==> src/rtl/half_ellipse_band_vertex_generator_unit_defines.svh <==
// Assertion macros shared by the vertex generator.
`ifndef HALF_ELLIPSE_BAND_VERTEX_GENERATOR_UNIT_DEFINES_SVH
`define HALF_ELLIPSE_BAND_VERTEX_GENERATOR_UNIT_DEFINES_SVH

`ifndef NO_ASSERTIONS
// Check an implication on every rising clock edge outside reset.
`define HEBV_ASSERT(label, clk, rst_n, prop, msg) \
  label: assert property (@(posedge clk) disable iff (!rst_n) prop) else $error(msg);
// Check that a condition never holds outside reset.
`define HEBV_ASSERT_NEVER(label, clk, rst_n, cond, msg) \
  label: assert property (@(posedge clk) disable iff (!rst_n) !(cond)) else $error(msg);
`else
`define HEBV_ASSERT(label, clk, rst_n, prop, msg)
`define HEBV_ASSERT_NEVER(label, clk, rst_n, cond, msg)
`endif

`endif

==> src/rtl/hebv_pkg.sv <==
`timescale 1ns / 1ps
package hebv_pkg;

  // Sizing
  localparam int MAX_POINTS    = 64;
  localparam int MIN_POINTS    = 3;
  localparam int CORDIC_STAGES = 16;
  localparam int CS_W          = $clog2(CORDIC_STAGES);

  localparam int IDX_W   = 7;
  localparam int PC_W    = 7;
  localparam int RAD_W   = 15;
  localparam int COORD_W = 16;
  localparam int NM1_W   = $clog2(MAX_POINTS);
  localparam int D_W     = NM1_W + 1;

  // Angle is in units of pi/65536; the quotient covers 0 .. 2^16
  localparam int ANG_HALF_W = 16;
  localparam int Q_W        = ANG_HALF_W + 1;
  localparam int DIV_STEPS  = Q_W;
  localparam int MAG_W      = Q_W - 1;

  // Radian conversion: pi in Q44, split in two partial products
  localparam int PIP_W   = 23;
  localparam int PPROD_W = MAG_W + PIP_W;
  localparam int SUM_W   = PPROD_W + PIP_W;
  localparam logic [2*PIP_W-1:0] PI_Q44 = 46'h3243F6A8885A;
  localparam logic [PIP_W-1:0]   PI_HI  = PI_Q44[2*PIP_W-1:PIP_W];
  localparam logic [PIP_W-1:0]   PI_LO  = PI_Q44[PIP_W-1:0];

  // CORDIC datapath, Q30
  localparam int TRIG_W = 32;
  localparam int FRAC_W = 30;
  localparam logic signed [TRIG_W-1:0] GAIN_Q30 = 32'sh26DD3B6A;
  localparam logic [SUM_W-1:0] Z_ROUND = SUM_W'(1) << (FRAC_W - 1);

  // Coordinate scaling
  localparam int PROD_W = RAD_W + 1 + TRIG_W;
  localparam int SHR_W  = PROD_W - FRAC_W;
  localparam logic signed [PROD_W-1:0] P_ROUND   = PROD_W'(1) << (FRAC_W - 1);
  localparam logic signed [SHR_W-1:0]  COORD_MAX = SHR_W'(32767);
  localparam logic signed [SHR_W-1:0]  COORD_MIN = -SHR_W'(32767);

  // Register map
  typedef enum logic [1:0] {
    REG_FIRST_RAD   = 2'd0,
    REG_SECOND_RAD  = 2'd1,
    REG_VERT_RAD    = 2'd2,
    REG_POINT_COUNT = 2'd3
  } reg_addr_e;

  // Per-word side information carried along the pipe
  typedef struct packed {
    logic sel_second;
    logic is_last;
    logic err;
  } tag_t;

  // Restoring divider state
  typedef struct packed {
    logic [D_W-1:0]   rem;
    logic [Q_W-1:0]   quo;
    logic [Q_W-1:0]   nrem;
    logic [NM1_W-1:0] nm1;
  } div_t;

  // CORDIC rotation state
  typedef struct packed {
    logic signed [TRIG_W-1:0] x;
    logic signed [TRIG_W-1:0] y;
    logic signed [TRIG_W-1:0] z;
  } cordic_t;

  // atan(2^-j) in Q30, rounded
  function automatic logic signed [TRIG_W-1:0] atan_q30(input logic [CS_W-1:0] j);
    logic signed [TRIG_W-1:0] r;
    case (int'(j))
      0:       r = 32'sd843314857;
      1:       r = 32'sd497837829;
      2:       r = 32'sd263043837;
      3:       r = 32'sd133525159;
      4:       r = 32'sd67021687;
      5:       r = 32'sd33543516;
      6:       r = 32'sd16775851;
      7:       r = 32'sd8388437;
      8:       r = 32'sd4194283;
      9:       r = 32'sd2097149;
      10:      r = 32'sd1048576;
      11:      r = 32'sd524288;
      default: r = 32'sh4000_0000 >>> j;
    endcase
    return r;
  endfunction

  // Round a Q30-scaled product back to Q11.4 and clamp to the symmetric range
  function automatic logic signed [COORD_W-1:0] sat_coord(input logic signed [PROD_W-1:0] p);
    logic signed [PROD_W-1:0] s;
    logic signed [SHR_W-1:0]  v;
    logic signed [COORD_W-1:0] r;
    s = p + P_ROUND;
    v = s[PROD_W-1:FRAC_W];
    if (v > COORD_MAX) begin
      r = COORD_W'(COORD_MAX);
    end else if (v < COORD_MIN) begin
      r = COORD_W'(COORD_MIN);
    end else begin
      r = COORD_W'(v);
    end
    return r;
  endfunction

endpackage

==> src/rtl/hebv_cordic_cell.sv <==
`timescale 1ns / 1ps
module hebv_cordic_cell (
  input  logic                        clk_i,
  input  logic                        rst_ni,
  input  logic [hebv_pkg::CS_W-1:0]   stage_i,
  input  logic                        valid_i,
  output logic                        ready_o,
  input  hebv_pkg::cordic_t           data_i,
  input  hebv_pkg::tag_t              tag_i,
  output logic                        valid_o,
  input  logic                        ready_i,
  output hebv_pkg::cordic_t           data_o,
  output hebv_pkg::tag_t              tag_o
);
  import hebv_pkg::*;

  logic                     valid_q;
  cordic_t                  data_q;
  cordic_t                  data_d;
  tag_t                     tag_q;
  logic signed [TRIG_W-1:0] dx;
  logic signed [TRIG_W-1:0] dy;
  logic signed [TRIG_W-1:0] ang;

  assign ready_o = !valid_q || ready_i;

  // Rotate toward zero residual angle
  always_comb begin
    dx  = data_i.y >>> stage_i;
    dy  = data_i.x >>> stage_i;
    ang = atan_q30(stage_i);
    if (!data_i.z[TRIG_W-1]) begin
      data_d.x = data_i.x - dx;
      data_d.y = data_i.y + dy;
      data_d.z = data_i.z - ang;
    end else begin
      data_d.x = data_i.x + dx;
      data_d.y = data_i.y - dy;
      data_d.z = data_i.z + ang;
    end
  end

  always_ff @(posedge clk_i or negedge rst_ni) begin
    if (!rst_ni) begin
      valid_q <= 1'b0;
    end else if (ready_o) begin
      valid_q <= valid_i;
    end
  end

  always_ff @(posedge clk_i) begin
    if (ready_o && valid_i) begin
      data_q <= data_d;
      tag_q  <= tag_i;
    end
  end

  assign valid_o = valid_q;
  assign data_o  = data_q;
  assign tag_o   = tag_q;

endmodule

==> config.mk <==
export PLATFORM = sky130hd
export DESIGN_NAME = hebv_cordic_cell
export DESIGN_NICKNAME = d
export VERILOG_FILES = /design/src/rtl/half_ellipse_band_vertex_generator_unit_defines.svh /design/src/rtl/hebv_pkg.sv /design/src/rtl/hebv_cordic_cell.sv
export SDC_FILE = /design/constraint.sdc
export NUM_CORES = 1
export LEC_CHECK = 0
export ABC_AREA = 0
export BUFFER_PORTS_ARGS = -buffer_cell sky130_fd_sc_hd__buf_2
export CAP_MARGIN = 20
export CORE_ASPECT_RATIO = 0.6
export CORE_MARGIN = 5
export CORE_UTILIZATION = 45
export DETAILED_ROUTE_END_ITERATION = 7
export PLACE_DENSITY = 0.66
export SLEW_MARGIN = 20
export SYNTH_ARGS = -nofsm -noshare
export SYNTH_HDL_FRONTEND = slang
export SYNTH_SLANG_ARGS = --single-unit
==> constraint.sdc <==
create_clock -name clk_i -period 9.51 [get_ports clk_i]
set_input_delay 1.902 -clock clk_i [delete_from_list [all_inputs] [get_ports clk_i]]
set_output_delay 1.902 -clock clk_i [all_outputs]
set_load 0.02 [all_outputs]
==> impl_metrics.json, run 1 <==
{
  "relSlewSlack_pct": 35.6,
  "wl_per_cell_um": 21.0,
  "path_class": "input port to flip-flop",
  "placed_cell_area_um2": 14300,
  "postRouteAntennaNets": 0,
  "ys_ff_latch": 100,
  "core_area_um2": 28600,
  "seq_area_frac_synth_pct": 23.1,
  "finalHoldViolations": 0,
  "cts_tree": "yes",
  "fin_crit_sh_pct": 82.0,
  "yosysTopAreaCell": "edfxtp_1",
  "grt_pass1_wl_um": 63100,
  "layout-drive-gt1-share_pct": 21.1,
  "skew_ns": 0.00767,
  "cp_num_buf_inv": 3,
  "grt_start_max_net_pins": 66,
  "drv_cap": 0,
  "dieArea_um2": 32500,
  "rows": 48,
  "route.detailed.drc": 0,
  "critPathTopFamily": "compound AO/OA/AOI/OAI gates",
  "required_ns": 9.64,
  "fmax_mhz": 128,
  "clkLatencyLatePin_ns": 0.39,
  "yosysTopAreaCellShare_pct": 22.9,
  "ys_types": 74,
  "cpMostUsedCell": "o21ai_0",
  "cts_setup_buffers": 0,
  "post-route-util_pct": 51.0,
  "synthTopCellsByArea": "edfxtp_1 23%, mux4_2 10%, ha_1 9.6%",
  "p_per_area_nw_per_um2": 155,
  "synth_ff_type": "edfxtp_1",
  "avgSynthCellArea_um2": 8.94,
  "dr.pass1.iters": 6,
  "die_w_um": 229,
  "cts.clk_slew.worst_paths_ns": 0.07,
  "hpwl_um": 32300,
  "routed_wl_um": 41800,
  "layout.nets": 1819,
  "endpoint_kind": "flip-flop",
  "cp-start-kind": "input port",
  "yosys_warnings": 0,
  "via_count": 12175,
  "crit_chain": "buf_4 -> inv_2 -> buf_4 -> nand2_1 -> a21boi_0 -> nor2_1 -> a31oi_1 -> ha_1 -> nor2_1 -> a21oi_1 -> nand2_1 -> o21ai_0 -> o21ai_0 -> ha_1 -> o21ai_0 -> o21ai_0 -> a2111oi_0 -> o21bai_1 -> a211oi_1 -> o21ai_0 -> a41oi_1 -> o21ai_0 -> a21oi_1 -> xnor2_1",
  "htreeDepth": 3,
  "ir_drop_uv": 150,
  "async_flop_share_pct": 1.00,
  "start_util_pct": 45.5,
  "syn_nets": 1663,
  "syn2layout_area_growth_pct": 12.1,
  "worstPathMaxFanout": 65,
  "p_leak_uw": 0.00608,
  "antenna_found_initial": 4,
  "maxSlewViolCount": 0,
  "worst_path_largest_cell_delay_ns": 0.56,
  "finalSetupViolations": 0,
  "cts_resized": 0,
  "die_h_um": 142,
  "synthCells": 1453,
  "fin_setup_tns_ns": 0,
  "drt_iter0_markers": 1388,
  "root_buffer": "clkbuf_16",
  "grt_setup_unrepaired": "false",
  "status": "finished clean",
  "synth_edf_count": 99,
  "design_power_total_uw": 2250,
  "cts_sinks": 100,
  "clk_path_buf_depth": 2,
  "grt_pass1_vias": 11097,
  "io_buffer_count": 207,
  "vias_per_cell": 6.12,
  "synth_common_cells": "151 x a21oi_1, 143 x nand2_1, 104 x nor2_1, 101 x xnor2_1, 100 x ha_1",
  "gp_congestion": 0.926,
  "period_minus_slack_ns": 7.80,
  "min_path_type": "flip-flop to flip-flop",
  "synth.most_common_cell": "a21oi_1",
  "cts_buffers": 9,
  "crit_slowest_cell": "a211oi_1",
  "worstMarginPinSlew_ns": 0.963,
  "arrival_ns": 7.93,
  "fin_area_um2": 14600,
  "track_usage_pct": 24.5,
  "grt_overflow_total": 0,
  "ioPinCount": 208,
  "syn_area_um2": 13000,
  "cts_hold_buf": 0
}
report_power, final:
part	switching, µW	internal, µW	leakage, µW
Combinational	730	491	0.00498
Sequential	19.0	617	0.000953
Clock	189	208	0.000141
cell type report:
cell class | count | area [µm²]
Fill cell | 2692 | 14000
Multi-Input combinational cell | 1241 | 9510
Sequential cell | 100 | 3000
Timing Repair Buffer | 221 | 1150
Tap cell | 375 | 469
Clock buffer | 9 | 225
Inverter | 36 | 135
Clock inverter | 7 | 81.3
Antenna cell | 2 | 5.00
through the flow:
stage | setup WS, ns | cells | hold slack [ns]
6_report | 1.71 | 1991 | 0.532
2_1_floorplan | 2.66 | 1453 | 0.783
5_1_grt | 1.34 | 1990 | 0.598
3_3_place_gp | 1.65 | 1973 | 0.504
4_1_cts | 1.97 | 1989 | 0.534
3_5_place_dp | 1.55 | 1973 | 0.513
flip-flops by register name (all words and copies together) (netlist names):
register and flops:
tag_o 3, valid_o 1, data_o 96
routing by layer:
layer / global-route usage (%) / vias to the layer above / wire length, µm
met4: 4.81 / 4 / 524
li1: - / 5786 / -
met3: 9.80 / 37 / 5540
met5: 0 / - / 40
met2: 31.8 / 624 / 15900
met1: 37.9 / 5724 / 19800
tightest hold or removal path, cell delays in order (launching register included):
cell      delay (ns)
dfrtp_1         0.34
nand2b_1        0.09
nand2b_1        0.07
final timing paths:
| kind | start | slack [ns] | cells after the start | endpoint |
|---|---|---|---|---|
| worst max-delay path | stage_i[3] | 1.71 | 24 | data_o[30] |
| worst min-delay path | valid_o | 0.53 | 2 | valid_o |
| worst max register to register | valid_o | 7.36 | 3 | data_o[26] |
| worst min register to register | valid_o | 0.53 | 2 | valid_o |
| max in group asynchronous | rst_ni | 8.15 | 1 | valid_o |
| min in group asynchronous | rst_ni | 1.28 | 1 | valid_o |
cells by family (layout without fill, tap and decap cells):
logic type / Yosys count / count (layout) / share of synthesized area, %
muxes: 139 / 139 / 17.0
DFF: 100 / 100 / 23.1
other: 0 / 2 / 0
AOI/OAI and AO/OA: 446 / 446 / 21.1
xor gates and xnor gates: 159 / 159 / 10.7
buffers and inverters: 112 / 273 / 3.76
adders and majority gates: 103 / 103 / 10.1
and+or+nand+nor: 394 / 394 / 14.3
cells in the final DEF, fill, tap and decap left out, types with 9 or more instances in the layout:
master | netlist | final
a211oi_1 | 14 | 14
a21o_1 | 39 | 39
a21oi_1 | 151 | 151
a31oi_1 | 35 | 35
and2_1 | 12 | 11
and3_1 | 14 | 14
buf_2 | 22 | 204
buf_4 | 1 | 17
clkbuf_16 | 0 | 9
edfxtp_1 | 99 | 99
ha_1 | 100 | 100
inv_1 | 34 | 33
mux2_2 | 23 | 23
mux2i_1 | 54 | 54
mux4_2 | 59 | 59
nand2_1 | 143 | 143
nand2b_1 | 12 | 12
nand3_1 | 28 | 28
nand4_1 | 11 | 11
nor2_1 | 104 | 104
nor2b_1 | 16 | 16
nor3_1 | 17 | 17
o211ai_1 | 18 | 18
o21a_1 | 24 | 24
o21ai_0 | 83 | 83
o21bai_1 | 16 | 16
o22ai_1 | 20 | 20
xnor2_1 | 101 | 101
xor2_1 | 58 | 58
No activity file was read; power rests on OpenSTA's default activity.
==> run 2, diff against run 1 <==
PLACE_DENSITY = 0.68   (was 0.66)
clock period = 7.11 ns   (was 9.51 ns; I/O delays follow)
==> impl_metrics.json, run 2 (same netlist as run 1, synthesis figures left out) <==
{
  "r2r_start": "valid_o",
  "clkLatencyLatePin_ns": 0.39,
  "vias_per_cell": 6.08,
  "wl_per_cell_um": 20.7,
  "fin_area_um2": 14800,
  "antenna_found_initial": 4,
  "drt_iter0_markers": 1466,
  "dr.pass1.iters": 7,
  "required_ns": 7.25,
  "worstPathMaxFanout": 50,
  "cts_buffers": 9,
  "cts_tree": "yes",
  "critPathTopFamily": "compound AO/OA/AOI/OAI gates",
  "ir_drop_uv": 151,
  "track_usage_pct": 24.6,
  "min_from": "valid_o",
  "layout-drive-gt1-share_pct": 22.3,
  "crit_chain": "buf_4 -> buf_12 -> a21oi_1 -> nor2_1 -> ha_1 -> nor2_1 -> a21oi_1 -> nand2_1 -> o21ai_0 -> o21ai_0 -> buf_4 -> ha_1 -> o21ai_0 -> o21ai_0 -> a2111oi_0 -> o21bai_1 -> a211oi_1 -> o21ai_0 -> a41oi_1 -> o21ai_0 -> a21oi_1 -> xnor2_1",
  "cp_num_buf_inv": 3,
  "die_w_um": 229,
  "final_common_cell": "buf_2",
  "grt_pass1_vias": 11074,
  "arrival_ns": 6.76,
  "cts_resized": 0,
  "postRouteAntennaNets": 0,
  "rows": 48,
  "grt_pass1_wl_um": 63400,
  "clk_path_buf_depth": 2,
  "p_leak_uw": 0.00621,
  "dieArea_um2": 32500,
  "htreeDepth": 3,
  "period_minus_slack_ns": 6.63,
  "io_buffer_count": 207,
  "cp-start-kind": "input port",
  "layout_common_cells": "204 x buf_2, 151 x a21oi_1, 143 x nand2_1",
  "endpoint_kind": "flip-flop",
  "min_path_type": "flip-flop to flip-flop",
  "die_h_um": 142,
  "gp_congestion": 0.969,
  "worstSetupStartpoint": "stage_i[0]",
  "grt_start_max_net_pins": 57,
  "start_util_pct": 45.5,
  "cts_setup_buffers": 0,
  "finalHoldViolations": 0,
  "ioPinCount": 208,
  "hpwl_um": 32800,
  "path_class": "input port to flip-flop",
  "route.detailed.drc": 0,
  "grt_setup_unrepaired": "false",
  "largest_reg_flops": 96,
  "root_buffer": "clkbuf_16",
  "relSlewSlack_pct": 50.2,
  "placed_cell_area_um2": 14500,
  "grt_overflow_total": 0,
  "cts_hold_buf": 0,
  "worst_path_largest_cell_delay_ns": 0.50,
  "layout.nets": 1844,
  "core_area_um2": 28600,
  "cts.clk_slew.worst_paths_ns": 0.08,
  "status": "finished clean",
  "syn2layout_area_growth_pct": 13.7,
  "worstMarginPinSlew_ns": 0.738,
  "fin_setup_tns_ns": 0,
  "via_count": 12257,
  "skew_ns": 0.0131,
  "crit_slowest_cell": "a211oi_1",
  "drv_cap": 0,
  "finalSetupViolations": 0,
  "cts_sinks": 100,
  "routed_wl_um": 41800,
  "fin_crit_sh_pct": 93.2,
  "cpMostUsedCell": "o21ai_0",
  "fmax_mhz": 151,
  "p_per_area_nw_per_um2": 203,
  "maxSlewViolCount": 0
}
run 2: cell types whose count changed in the layout (fill, tap and decap cells not counted), sizes merged:
cell      delta
clkinv       +2
buf         +25
inv          +1
clkinvlp     -2
bufinv       -1
run 2: path summary, 6_finish.rpt:
check                             end  slack, ns  depth (start not counted)
min in group asynchronous     valid_o       0.81                          1
hold reg to reg               valid_o       0.53                          2
setup / recovery           data_o[30]       0.48                         22
max in group asynchronous     valid_o       6.22                          1
hold / removal                valid_o       0.53                          2
setup reg to reg           data_o[24]       4.93                          3
run 2: report_power, final:
| group | leakage, µW | internal (µW) | switching [µW] |
|---|---|---|---|
| Sequential | 0.000953 | 824 | 24.8 |
| Clock | 0.000142 | 247 | 263 |
| Combinational | 0.00512 | 668 | 977 |
| Total | 0.00621 | 1740 | 1260 |
run 2: worst min-delay path, stage by stage (launching register included):
cell and delay (ns):
dfrtp_1 0.34, nand2b_1 0.09, nand2b_1 0.07
run 2: metrics by stage:
stage / util (%) / power [µW] / hold slack [ns] / worst slack, ns / std cells
2_1_floorplan: - / 2050 / 0.783 / 0.744 / 1453
3_3_place_gp: 50.6 / 2460 / 0.505 / 0.295 / 1998
3_5_place_dp: 50.6 / 2480 / 0.523 / 0.254 / 1998
4_1_cts: 51.7 / 3010 / 0.541 / 0.654 / 2014
5_1_grt: 51.7 / 3200 / 0.599 / 0.0856 / 2016
6_report: 51.7 / 3000 / 0.535 / 0.484 / 2016
run 2: area by class of cell:
class	count	area, µm²
sequential	100	3000
tap	375	469
fill	2693	13800
multi-input combinational	1241	9510
timing repair buffer	246	1360
antenna	2	5.00
inverter	36	135
clock inverter	7	67.6
clock buffer	9	225
run 2: routing by layer:
metal / GRT usage, % / vias up / part of all wire [%]
met5: 0 / - / 0.026
met2: 32.4 / 634 / 38
li1: - / 5832 / -
met3: 6.54 / 46 / 11
met4: 4.46 / 2 / 1.2
met1: 39.9 / 5743 / 49
