## src/rtl/half_ellipse_band_vertex_generator_unit_defines.svh

```systemverilog
// Assertion macros shared by the vertex generator.
`ifndef HALF_ELLIPSE_BAND_VERTEX_GENERATOR_UNIT_DEFINES_SVH
`define HALF_ELLIPSE_BAND_VERTEX_GENERATOR_UNIT_DEFINES_SVH

`ifndef NO_ASSERTIONS
// Check an implication on every rising clock edge outside reset.
`define HEBV_ASSERT(label, clk, rst_n, prop, msg) \
  label: assert property (@(posedge clk) disable iff (!rst_n) prop) else $error(msg);
// Check that a condition never holds outside reset.
`define HEBV_ASSERT_NEVER(label, clk, rst_n, cond, msg) \
  label: assert property (@(posedge clk) disable iff (!rst_n) !(cond)) else $error(msg);
`else
`define HEBV_ASSERT(label, clk, rst_n, prop, msg)
`define HEBV_ASSERT_NEVER(label, clk, rst_n, cond, msg)
`endif

`endif

```

## src/rtl/hebv_pkg.sv

```systemverilog
`timescale 1ns / 1ps
package hebv_pkg;

  // Sizing
  localparam int MAX_POINTS    = 64;
  localparam int MIN_POINTS    = 3;
  localparam int CORDIC_STAGES = 16;
  localparam int CS_W          = $clog2(CORDIC_STAGES);

  localparam int IDX_W   = 7;
  localparam int PC_W    = 7;
  localparam int RAD_W   = 15;
  localparam int COORD_W = 16;
  localparam int NM1_W   = $clog2(MAX_POINTS);
  localparam int D_W     = NM1_W + 1;

  // Angle is in units of pi/65536; the quotient covers 0 .. 2^16
  localparam int ANG_HALF_W = 16;
  localparam int Q_W        = ANG_HALF_W + 1;
  localparam int DIV_STEPS  = Q_W;
  localparam int MAG_W      = Q_W - 1;

  // Radian conversion: pi in Q44, split in two partial products
  localparam int PIP_W   = 23;
  localparam int PPROD_W = MAG_W + PIP_W;
  localparam int SUM_W   = PPROD_W + PIP_W;
  localparam logic [2*PIP_W-1:0] PI_Q44 = 46'h3243F6A8885A;
  localparam logic [PIP_W-1:0]   PI_HI  = PI_Q44[2*PIP_W-1:PIP_W];
  localparam logic [PIP_W-1:0]   PI_LO  = PI_Q44[PIP_W-1:0];

  // CORDIC datapath, Q30
  localparam int TRIG_W = 32;
  localparam int FRAC_W = 30;
  localparam logic signed [TRIG_W-1:0] GAIN_Q30 = 32'sh26DD3B6A;
  localparam logic [SUM_W-1:0] Z_ROUND = SUM_W'(1) << (FRAC_W - 1);

  // Coordinate scaling
  localparam int PROD_W = RAD_W + 1 + TRIG_W;
  localparam int SHR_W  = PROD_W - FRAC_W;
  localparam logic signed [PROD_W-1:0] P_ROUND   = PROD_W'(1) << (FRAC_W - 1);
  localparam logic signed [SHR_W-1:0]  COORD_MAX = SHR_W'(32767);
  localparam logic signed [SHR_W-1:0]  COORD_MIN = -SHR_W'(32767);

  // Register map
  typedef enum logic [1:0] {
    REG_FIRST_RAD   = 2'd0,
    REG_SECOND_RAD  = 2'd1,
    REG_VERT_RAD    = 2'd2,
    REG_POINT_COUNT = 2'd3
  } reg_addr_e;

  // Per-word side information carried along the pipe
  typedef struct packed {
    logic sel_second;
    logic is_last;
    logic err;
  } tag_t;

  // Restoring divider state
  typedef struct packed {
    logic [D_W-1:0]   rem;
    logic [Q_W-1:0]   quo;
    logic [Q_W-1:0]   nrem;
    logic [NM1_W-1:0] nm1;
  } div_t;

  // CORDIC rotation state
  typedef struct packed {
    logic signed [TRIG_W-1:0] x;
    logic signed [TRIG_W-1:0] y;
    logic signed [TRIG_W-1:0] z;
  } cordic_t;

  // atan(2^-j) in Q30, rounded
  function automatic logic signed [TRIG_W-1:0] atan_q30(input logic [CS_W-1:0] j);
    logic signed [TRIG_W-1:0] r;
    case (int'(j))
      0:       r = 32'sd843314857;
      1:       r = 32'sd497837829;
      2:       r = 32'sd263043837;
      3:       r = 32'sd133525159;
      4:       r = 32'sd67021687;
      5:       r = 32'sd33543516;
      6:       r = 32'sd16775851;
      7:       r = 32'sd8388437;
      8:       r = 32'sd4194283;
      9:       r = 32'sd2097149;
      10:      r = 32'sd1048576;
      11:      r = 32'sd524288;
      default: r = 32'sh4000_0000 >>> j;
    endcase
    return r;
  endfunction

  // Round a Q30-scaled product back to Q11.4 and clamp to the symmetric range
  function automatic logic signed [COORD_W-1:0] sat_coord(input logic signed [PROD_W-1:0] p);
    logic signed [PROD_W-1:0] s;
    logic signed [SHR_W-1:0]  v;
    logic signed [COORD_W-1:0] r;
    s = p + P_ROUND;
    v = s[PROD_W-1:FRAC_W];
    if (v > COORD_MAX) begin
      r = COORD_W'(COORD_MAX);
    end else if (v < COORD_MIN) begin
      r = COORD_W'(COORD_MIN);
    end else begin
      r = COORD_W'(v);
    end
    return r;
  endfunction

endpackage

```

## src/rtl/hebv_div_cell.sv

```systemverilog
`timescale 1ns / 1ps
module hebv_div_cell (
  input  logic          clk_i,
  input  logic          rst_ni,
  input  logic          valid_i,
  output logic          ready_o,
  input  hebv_pkg::div_t data_i,
  input  hebv_pkg::tag_t tag_i,
  output logic          valid_o,
  input  logic          ready_i,
  output hebv_pkg::div_t data_o,
  output hebv_pkg::tag_t tag_o
);
  import hebv_pkg::*;

  logic           valid_q;
  div_t           data_q;
  div_t           data_d;
  tag_t           tag_q;
  logic [D_W:0]   trial;
  logic [D_W-1:0] divisor;
  logic           fits;

  // Load when empty or when the next cell takes our word
  assign ready_o = !valid_q || ready_i;

  // One quotient bit: shift in the next numerator bit, subtract if it fits
  always_comb begin
    divisor     = {data_i.nm1, 1'b0};
    trial       = {data_i.rem, data_i.nrem[Q_W-1]};
    fits        = trial >= {1'b0, divisor};
    data_d      = data_i;
    data_d.rem  = fits ? D_W'(trial - {1'b0, divisor}) : D_W'(trial);
    data_d.quo  = {data_i.quo[Q_W-2:0], fits};
    data_d.nrem = {data_i.nrem[Q_W-2:0], 1'b0};
  end

  always_ff @(posedge clk_i or negedge rst_ni) begin
    if (!rst_ni) begin
      valid_q <= 1'b0;
    end else if (ready_o) begin
      valid_q <= valid_i;
    end
  end

  always_ff @(posedge clk_i) begin
    if (ready_o && valid_i) begin
      data_q <= data_d;
      tag_q  <= tag_i;
    end
  end

  assign valid_o = valid_q;
  assign data_o  = data_q;
  assign tag_o   = tag_q;

endmodule

```

## config.mk

```make
export PLATFORM = sky130hd
export DESIGN_NAME = hebv_div_cell
export DESIGN_NICKNAME = d
export VERILOG_FILES = /design/src/rtl/half_ellipse_band_vertex_generator_unit_defines.svh /design/src/rtl/hebv_pkg.sv /design/src/rtl/hebv_div_cell.sv
export SDC_FILE = /design/constraint.sdc
export NUM_CORES = 1
export LEC_CHECK = 0
export BUFFER_PORTS_ARGS = -buffer_cell sky130_fd_sc_hd__buf_2
export CAP_MARGIN = 20
export CELL_PAD_IN_SITES_DETAIL_PLACEMENT = 0
export CELL_PAD_IN_SITES_GLOBAL_PLACEMENT = 1
export CORE_MARGIN = 2
export CORE_UTILIZATION = 34
export DETAILED_ROUTE_END_ITERATION = 10
export PLACE_DENSITY_LB_ADDON = 0.1
export REMOVE_ABC_BUFFERS = 1
export SYNTH_ARGS = -nofsm -noshare
export SYNTH_HDL_FRONTEND = slang
export SYNTH_SLANG_ARGS = --single-unit
```

## constraint.sdc

```tcl
create_clock -name clk_i -period 2.68 [get_ports clk_i]
set_clock_uncertainty 0.2 [all_clocks]
set_input_delay 0.134 -clock clk_i [delete_from_list [all_inputs] [get_ports clk_i]]
set_output_delay 0.134 -clock clk_i [all_outputs]
set_load 0.05 [all_outputs]
```

==> results of run 1 <==
cells in the mapped netlist, types with 2 or more instances:
cell type	number
ha_1	6
mux2_4	5
edfxtp_1	49
nand2b_1	2
inv_1	8
nor2_1	2
xor2_1	2
nand3_1	2
sequential cells by signal (all words and copies together), names as in the netlist:
register	flops
data_o	46
tag_o	3
valid_o	1
layout make-up:
cell class / instances / area, sq um / area share
repair buffers: 156 / 1040 / 0.330
inverters: 8 / 30.0 / 0.00952
multi-input cells: 38 / 387 / 0.123
flip-flops and latches: 50 / 1500 / 0.474
clock buffers: 6 / 72.6 / 0.0230
clock inverters: 2 / 37.5 / 0.0119
well taps: 72 / 90.1 / 0.0286
power by group:
group | internal, mW | switching, mW | leakage, nW
sequential | 0.918 | 0.0101 | 0.477
clock | 0.278 | 0.230 | 0.0514
combinational | 0.163 | 0.271 | 0.844
worst max path at each step:
| stage | from | endpoint |
|---|---|---|
| after floorplan | valid_o | data_o[0] |
| after global placement | data_i[1] | data_o[42] |
| after global routing | data_i[1] | data_o[43] |
| after CTS | data_i[1] | data_o[43] |
| final | data_i[1] | data_o[43] |
| after detailed placement | data_i[1] | data_o[45] |
timing repair:
action,CTS,global route
hold buffers,51,0
hold endpoints to repair,49,0
endpoints found under the setup margin,0,0
logic make-up after synthesis:
family                   share of synthesized area
other                                      0.00195
multiplexers                                0.0443
flip-flops                                   0.780
XOR/XNOR                                    0.0137
AO/OA/AOI/OAI                               0.0509
AND/OR/NAND/NOR                             0.0404
buffers and inverters                       0.0196
adder cells (fa/ha/maj)                     0.0495
per-layer routing:
metal,up-vias,GRT usage
met5,-,0
met4,0,0.0431
met3,2,0.0375
met2,61,0.237
met1,645,0.147
li1,686,-
worst max-delay path, stage by stage:
cell           delay (ns)
dlygate4sd3_1        0.52
buf_2                0.11
inv_1                0.06
ha_1                 0.34
nand2b_4             0.06
a21oi_2              0.28
a2111oi_4            0.09
o21ai_4              0.33
mux2_4               0.33
metrics by stage:
| stage | setup WS [ns] | utilization | hold slack [ns] |
|---|---|---|---|
| 3_3_place_gp | 0.491 | 0.463 | -0.290 |
| 3_5_place_dp | 0.476 | 0.463 | -0.286 |
| 6_report | 0.271 | 0.576 | 0.0203 |
| 4_1_cts | 0.250 | 0.576 | 0.0215 |
| 2_1_floorplan | -0.247 | - | -0.362 |
| 5_1_grt | 0.177 | 0.576 | 0.0528 |
==> summary.json, run 1 <==
{
  "synth_cell_types": 29,
  "post-synth-top-area-fraction": 0.767,
  "dieArea_sq_mm": 0.00626,
  "finalNonFillerCells": 332,
  "postSynthRegisterBits": 50,
  "static-leakage-power_nw": 1.37,
  "top_level_ports": 106,
  "setup-violations-final": 0,
  "clk_path_buf_depth": 2,
  "fillerInstances": 493,
  "synth_area_per_cell_sq_um": 19.8,
  "worstHoldPathType": "in2reg",
  "timing.hold.worst_endpoint": "data_o[41]",
  "synth-main-ff-cell": "edfxtp_1",
  "timing.hold.worst.start": "data_i[40]",
  "wl_met3_um": 286,
  "drc": 0,
  "number_of_detailed_routing_iterations_run_before_antenna_repair": 4,
  "routed-via-count": 1394,
  "final_design_area_no_fill_sq_mm": 0.00315,
  "synth_area_sq_mm": 0.00192,
  "yosys-top-cells-area": "edfxtp_1 77%, ha_1 3.9%, mux2_4 3.9%",
  "required_time_of_the_critical_path_ns": 2.52,
  "timing.final.crit_period_ns": 2.41,
  "die_h_um": 79.1,
  "cts_made_buffers": 5,
  "critical_path_arrival_ns": 2.25,
  "grt_max_degree": 27,
  "crit_path_end_kind": "register",
  "yosys_warnings": 0,
  "post_cts_resized": 0,
  "maxUsedRoutingLayer": "met4",
  "post-synth-top-area-cell": "edfxtp_1",
  "buffer_ports.inserted": 103,
  "placement_cell_area_sq_mm": 0.00253,
  "fmaxAchievable_ghz": 0.415,
  "run_status": "completed",
  "drv_cap": 0,
  "grt_antenna_before_repair": 0,
  "maxSlewViolCount": 0,
  "worstSkewPairLatency_ns": 0.29,
  "routed_wire_length_per_instance_um": 12.4,
  "tritoncts": "built",
  "cts_sink_count": 50,
  "ctsRootBufferMaster": "clkbuf_8",
  "global_route_usage_sum": 0.131,
  "route.final.wire_length_um": 4120,
  "areaGrowthSynthToFinish_pct": 64.3,
  "worst_ir_drop_vdd_v": 0.000291,
  "power-per-cell-area_mw_per_mm2": 593,
  "floorplan.rows": 27,
  "worstReg2RegEnd": "data_o[0]",
  "die_width_um": 79.1,
  "critical_path_class": "in2reg",
  "critical_path_peak_fanout": 7,
  "gp_routability_congestion": 0.727,
  "grt_setup_unrepaired": "no",
  "post_drt_via_cell_ratio": 4.20,
  "dpl.hpwl_um": 2910,
  "first_pass_grt_wire_length_um": 6200,
  "met2_length_um": 2210,
  "clock_tree.htree_level_count": 2,
  "ant_nets": 0,
  "final_common_cell": "buf_2",
  "detail_route.wirelength.met1_um": 1600,
  "layout.nets": 320,
  "share_of_cells_above_drive_strength_1": 0.473,
  "timing.hold.worst_path_depth": 3,
  "n_antenna_cell": 0,
  "clk_transition_reported_paths_ns": 0.08,
  "synth-edff-count": 49,
  "synth_seq_area_share": 0.780,
  "worst_r2r_start": "valid_o",
  "initial_core_util": 0.351,
  "final.period_utilization": 0.899,
  "placedCellCount": 273,
  "final_hold_viol_count": 0,
  "setup_total_negative_slack_ns": 0,
  "detailed_router_s_first_iteration_violation_count": 47,
  "design.core.area_sq_mm": 0.00547,
  "cells_after_synthesis": 97,
  "reg2regPathDepth": 3,
  "startpoint_type": "input pin",
  "cts.repair_timing.setup_buffer_count": 0,
  "finalPower_mw": 1.87,
  "synth-async-reset-ratio": 0.0200,
  "register_to_register_setup_slack_ns": 1.19,
  "via_count_of_the_first_global_routing_pass": 1419,
  "layout.cells.most_common_list": "103 x buf_2, 51 x dlygate4sd3_1, 49 x edfxtp_1, 8 x inv_1, 6 x ha_1",
  "grt-ovfl-total": 0
}
No activity file was read; power rests on OpenSTA's default activity.
==> run 2: changes to the inputs <==
CELL_PAD_IN_SITES_DETAIL_PLACEMENT = unset   (was 0)
CELL_PAD_IN_SITES_GLOBAL_PLACEMENT = unset   (was 1)
CORE_MARGIN = unset   (was 2)
CORE_UTILIZATION = 40   (was 34)
PLACE_DENSITY = 0.73   (was unset)
PLACE_DENSITY_LB_ADDON = unset   (was 0.1)
==> run 2 against run 1 <==
Largest cell class unchanged. Highest routed layer unchanged. Power decreased by 4.0%. Design area shrank 0.95%. Die area shrank 19%. Critical endpoint is now data_o[46]. Worst setup slack worse by 0.010 ns. Maximum frequency decreased by 0.43%. The run now ends with design-rule violations left.
==> summary.json, run 2 (synthesized netlist as in run 1, its figures left out) <==
{
  "run_status": "finished, violations left",
  "failing_checks": "design-rule violations",
  "layout.cells.most_common_list": "103 x buf_2, 52 x dlygate4sd3_1, 49 x edfxtp_1, 8 x inv_1, 6 x ha_1",
  "share_of_cells_above_drive_strength_1": {"value": 0.473, "change": "unchanged"},
  "final_common_cell": "buf_2",
  "via_count_of_the_first_global_routing_pass": {"value": 1418, "change": "-0.070%"},
  "cts_made_buffers": {"value": 5, "change": "unchanged"},
  "required_time_of_the_critical_path": {"value": 2.54, "unit": "ns", "change": "+0.02 ns"},
  "design.core.area": {"value": 0.00447, "unit": "sq mm", "change": "-18%"},
  "number_of_detailed_routing_iterations_run_before_antenna_repair": {"value": 7, "change": "+3"},
  "detailed_router_s_first_iteration_violation_count": {"value": 84, "change": "+79%"},
  "fmaxAchievable": {"value": 0.413, "unit": "GHz", "change": "-0.43%"},
  "die_width": {"value": 71.3, "unit": "um", "change": "-9.9%"},
  "maxSlewViolCount": {"value": 0, "change": "unchanged"},
  "seqCellArea": {"value": 0.00150, "unit": "sq mm", "change": "unchanged"},
  "clk_path_buf_depth": {"value": 2, "change": "unchanged"},
  "grt_setup_unrepaired": "no",
  "routed-via-count": {"value": 1421, "change": "+1.9%"},
  "placement.setup.worst_slack": {"value": 0.496, "unit": "ns", "change": "+0.0201 ns"},
  "ant_nets": {"value": 0, "change": "unchanged"},
  "global_route_usage_sum": {"value": 0.175, "change": "+0.0447"},
  "worstSkewPairLatency": {"value": 0.30, "unit": "ns", "change": "about the same"},
  "finalPower": {"value": 1.80, "unit": "mW", "change": "-4.0%"},
  "final_hold_viol_count": {"value": 0, "change": "unchanged"},
  "static-leakage-power": {"value": 1.37, "unit": "nW", "change": "-0.30%"},
  "timing.final.crit_period": {"value": 2.42, "unit": "ns", "change": "+0.0103 ns"},
  "grt-ovfl-total": {"value": 0, "change": "unchanged"},
  "cts.repair_timing.setup_buffer_count": {"value": 0, "change": "unchanged"},
  "grt_max_degree": {"value": 30, "change": "+11%"},
  "final.period_utilization": {"value": 0.903, "change": "+0.00384"},
  "pwr-share-comb": {"value": 0.245, "change": "+0.013"},
  "fillerInstances": {"value": 315, "change": "-36%"},
  "drc": {"value": 13, "change": "+13"},
  "power-per-cell-area": {"value": 575, "unit": "mW/mm^2", "change": "-3.1%"},
  "tritoncts": "built",
  "startpoint_type": "input pin",
  "route.final.wire_length": {"value": 4280, "unit": "um", "change": "+3.9%"},
  "layout_setup_ws": {"value": 0.261, "unit": "ns", "change": "-0.0103 ns"},
  "clockPowerShare": {"value": 0.239, "change": "-0.033"},
  "dpl.hpwl": {"value": 2690, "unit": "um", "change": "-7.6%"},
  "multi_input_area": {"value": 387, "unit": "sq um", "change": "unchanged"},
  "relSlewSlack": 0.654,
  "routed_wire_length_per_instance": {"value": 13.7, "unit": "um", "change": "+11%"},
  "ctsRootBufferMaster": "clkbuf_8",
  "net_sw_frac": {"value": 0.294, "change": "+0.0212"},
  "n_antenna_cell": {"value": 0, "change": "unchanged"},
  "die_h": {"value": 71.3, "unit": "um", "change": "-9.9%"},
  "first_pass_grt_wire_length": {"value": 6600, "unit": "um", "change": "+6.3%"},
  "dieArea": {"value": 0.00508, "unit": "sq mm", "change": "-19%"},
  "post_drt_via_cell_ratio": {"value": 4.55, "change": "+8.5%"},
  "clk_transition_reported_paths": {"value": 0.09, "unit": "ns", "change": "about the same"},
  "floorplan.rows": {"value": 24, "change": "-11%"},
  "initial_core_util": {"value": 0.429, "change": "+0.0783"},
  "final_util": {"value": 0.698, "change": "+0.122"},
  "seq_power_share": {"value": 0.517, "change": "+0.021"},
  "buffer_ports.inserted": {"value": 103, "change": "unchanged"},
  "top_level_ports": {"value": 106, "change": "unchanged"},
  "setup-violations-final": {"value": 0, "change": "unchanged"},
  "critical_path_class": "in2reg",
  "worstHoldPathType": "in2reg",
  "final_design_area_no_fill": {"value": 0.00312, "unit": "sq mm", "change": "-0.95%"},
  "switchingPower": {"value": 0.529, "unit": "mW", "change": "+3.5%"},
  "critical_path_peak_fanout": {"value": 7, "change": "unchanged"},
  "worst_ir_drop_vdd": {"value": 0.000248, "unit": "V", "change": "-15%"},
  "clock_tree.htree_level_count": {"value": 2, "change": "unchanged"},
  "grt_antenna_before_repair": {"value": 0, "change": "unchanged"},
  "critical_path_arrival": {"value": 2.28, "unit": "ns", "change": "+0.03 ns"},
  "crit_path_end_kind": "register",
  "layout.nets": {"value": 320, "change": "unchanged"},
  "placement_cell_area": {"value": 0.00251, "unit": "sq mm", "change": "-0.79%"},
  "timing_worst_slew_pin_value_ns": 0.518,
  "number_of_flip_flops_under_the_largest_register_name": {"value": 46, "change": "unchanged"},
  "cts_sink_count": {"value": 50, "change": "unchanged"},
  "gp_routability_congestion": {"value": 0.706, "change": "-3.0%"},
  "drv_cap": {"value": 0, "change": "unchanged"},
  "areaGrowthSynthToFinish_pct": 62.8,
  "cellInternalPower": {"value": 1.27, "unit": "mW", "change": "-6.8%"}
}
run 2: changes by cell type in the layout (fill, tap and decap cells not counted):
cell,previous run,this run
buf_12,0,1
buf_4,2,0
bufinv_16,1,0
clkbuf_1,1,0
clkinv_2,0,1
clkinv_4,0,1
dlygate4sd3_1,51,52
run 2: area by class of cell:
type / instances / share of cell area
Sequential cell: 50 / 0.479
Timing Repair Buffer: 156 / 0.338
Multi-Input combinational cell: 38 / 0.124
Clock buffer: 5 / 0.0220
Tap cell: 52 / 0.0208
Inverter: 8 / 0.00961
Clock inverter: 3 / 0.00681
run 2: power groups by stage:
stage	clock, mW	sequential, mW	combinational (mW)
after floorplan	0	1.11	0.111
final	0.429	0.928	0.439
after detailed placement	0	0.945	0.379
after global placement	0	0.945	0.375
after global routing	0.477	0.932	0.464
after CTS	0.443	0.928	0.439
run 2: path summary, 6_finish.rpt:
kind / cells after the start / start / slack (ns) / endpoint
min reg2reg: 2 / valid_o / 0.86 / data_o[17]
max in group asynchronous: 3 / rst_ni / 1.72 / valid_o
min: 3 / data_i[46] / 0.04 / data_o[23]
max reg2reg: 3 / valid_o / 0.91 / data_o[20]
min in group asynchronous: 3 / rst_ni / 0.45 / valid_o
max: 9 / data_i[1] / 0.26 / data_o[46]
run 2: critical path, stage by stage:
cell	delay (ns)
dlygate4sd3_1	0.53
buf_2	0.12
inv_1	0.07
ha_1	0.34
nand2b_4	0.06
a21oi_2	0.26
a2111oi_4	0.09
o21ai_4	0.34
mux2_4	0.33
run 2: what timing repair did:
item	CTS	global route
hold endpoints to repair	50	0
hold buffers	52	0
gates resized for setup	0	0
run 2: stage by stage:
step	setup TNS, ns	hold slack (ns)	std cells
CTS	0	0.0358	312
global route	0	0.0486	312
global placement	0	-0.291	252
detailed placement	0	-0.288	252
finish	0	0.0366	312
floorplan	-12.10	-0.362	96
run 2: metal layers:
metal / routed length [um] / up-vias / global-route usage / part of all wire
met2: 2210 / 74 / 0.326 / 0.52
met1: 1720 / 655 / 0.197 / 0.40
li1: - / 687 / - / -
met3: 299 / 5 / 0.0408 / 0.070
met5: 0 / - / 0 / 0
met4: 48 / 0 / 0.0600 / 0.011
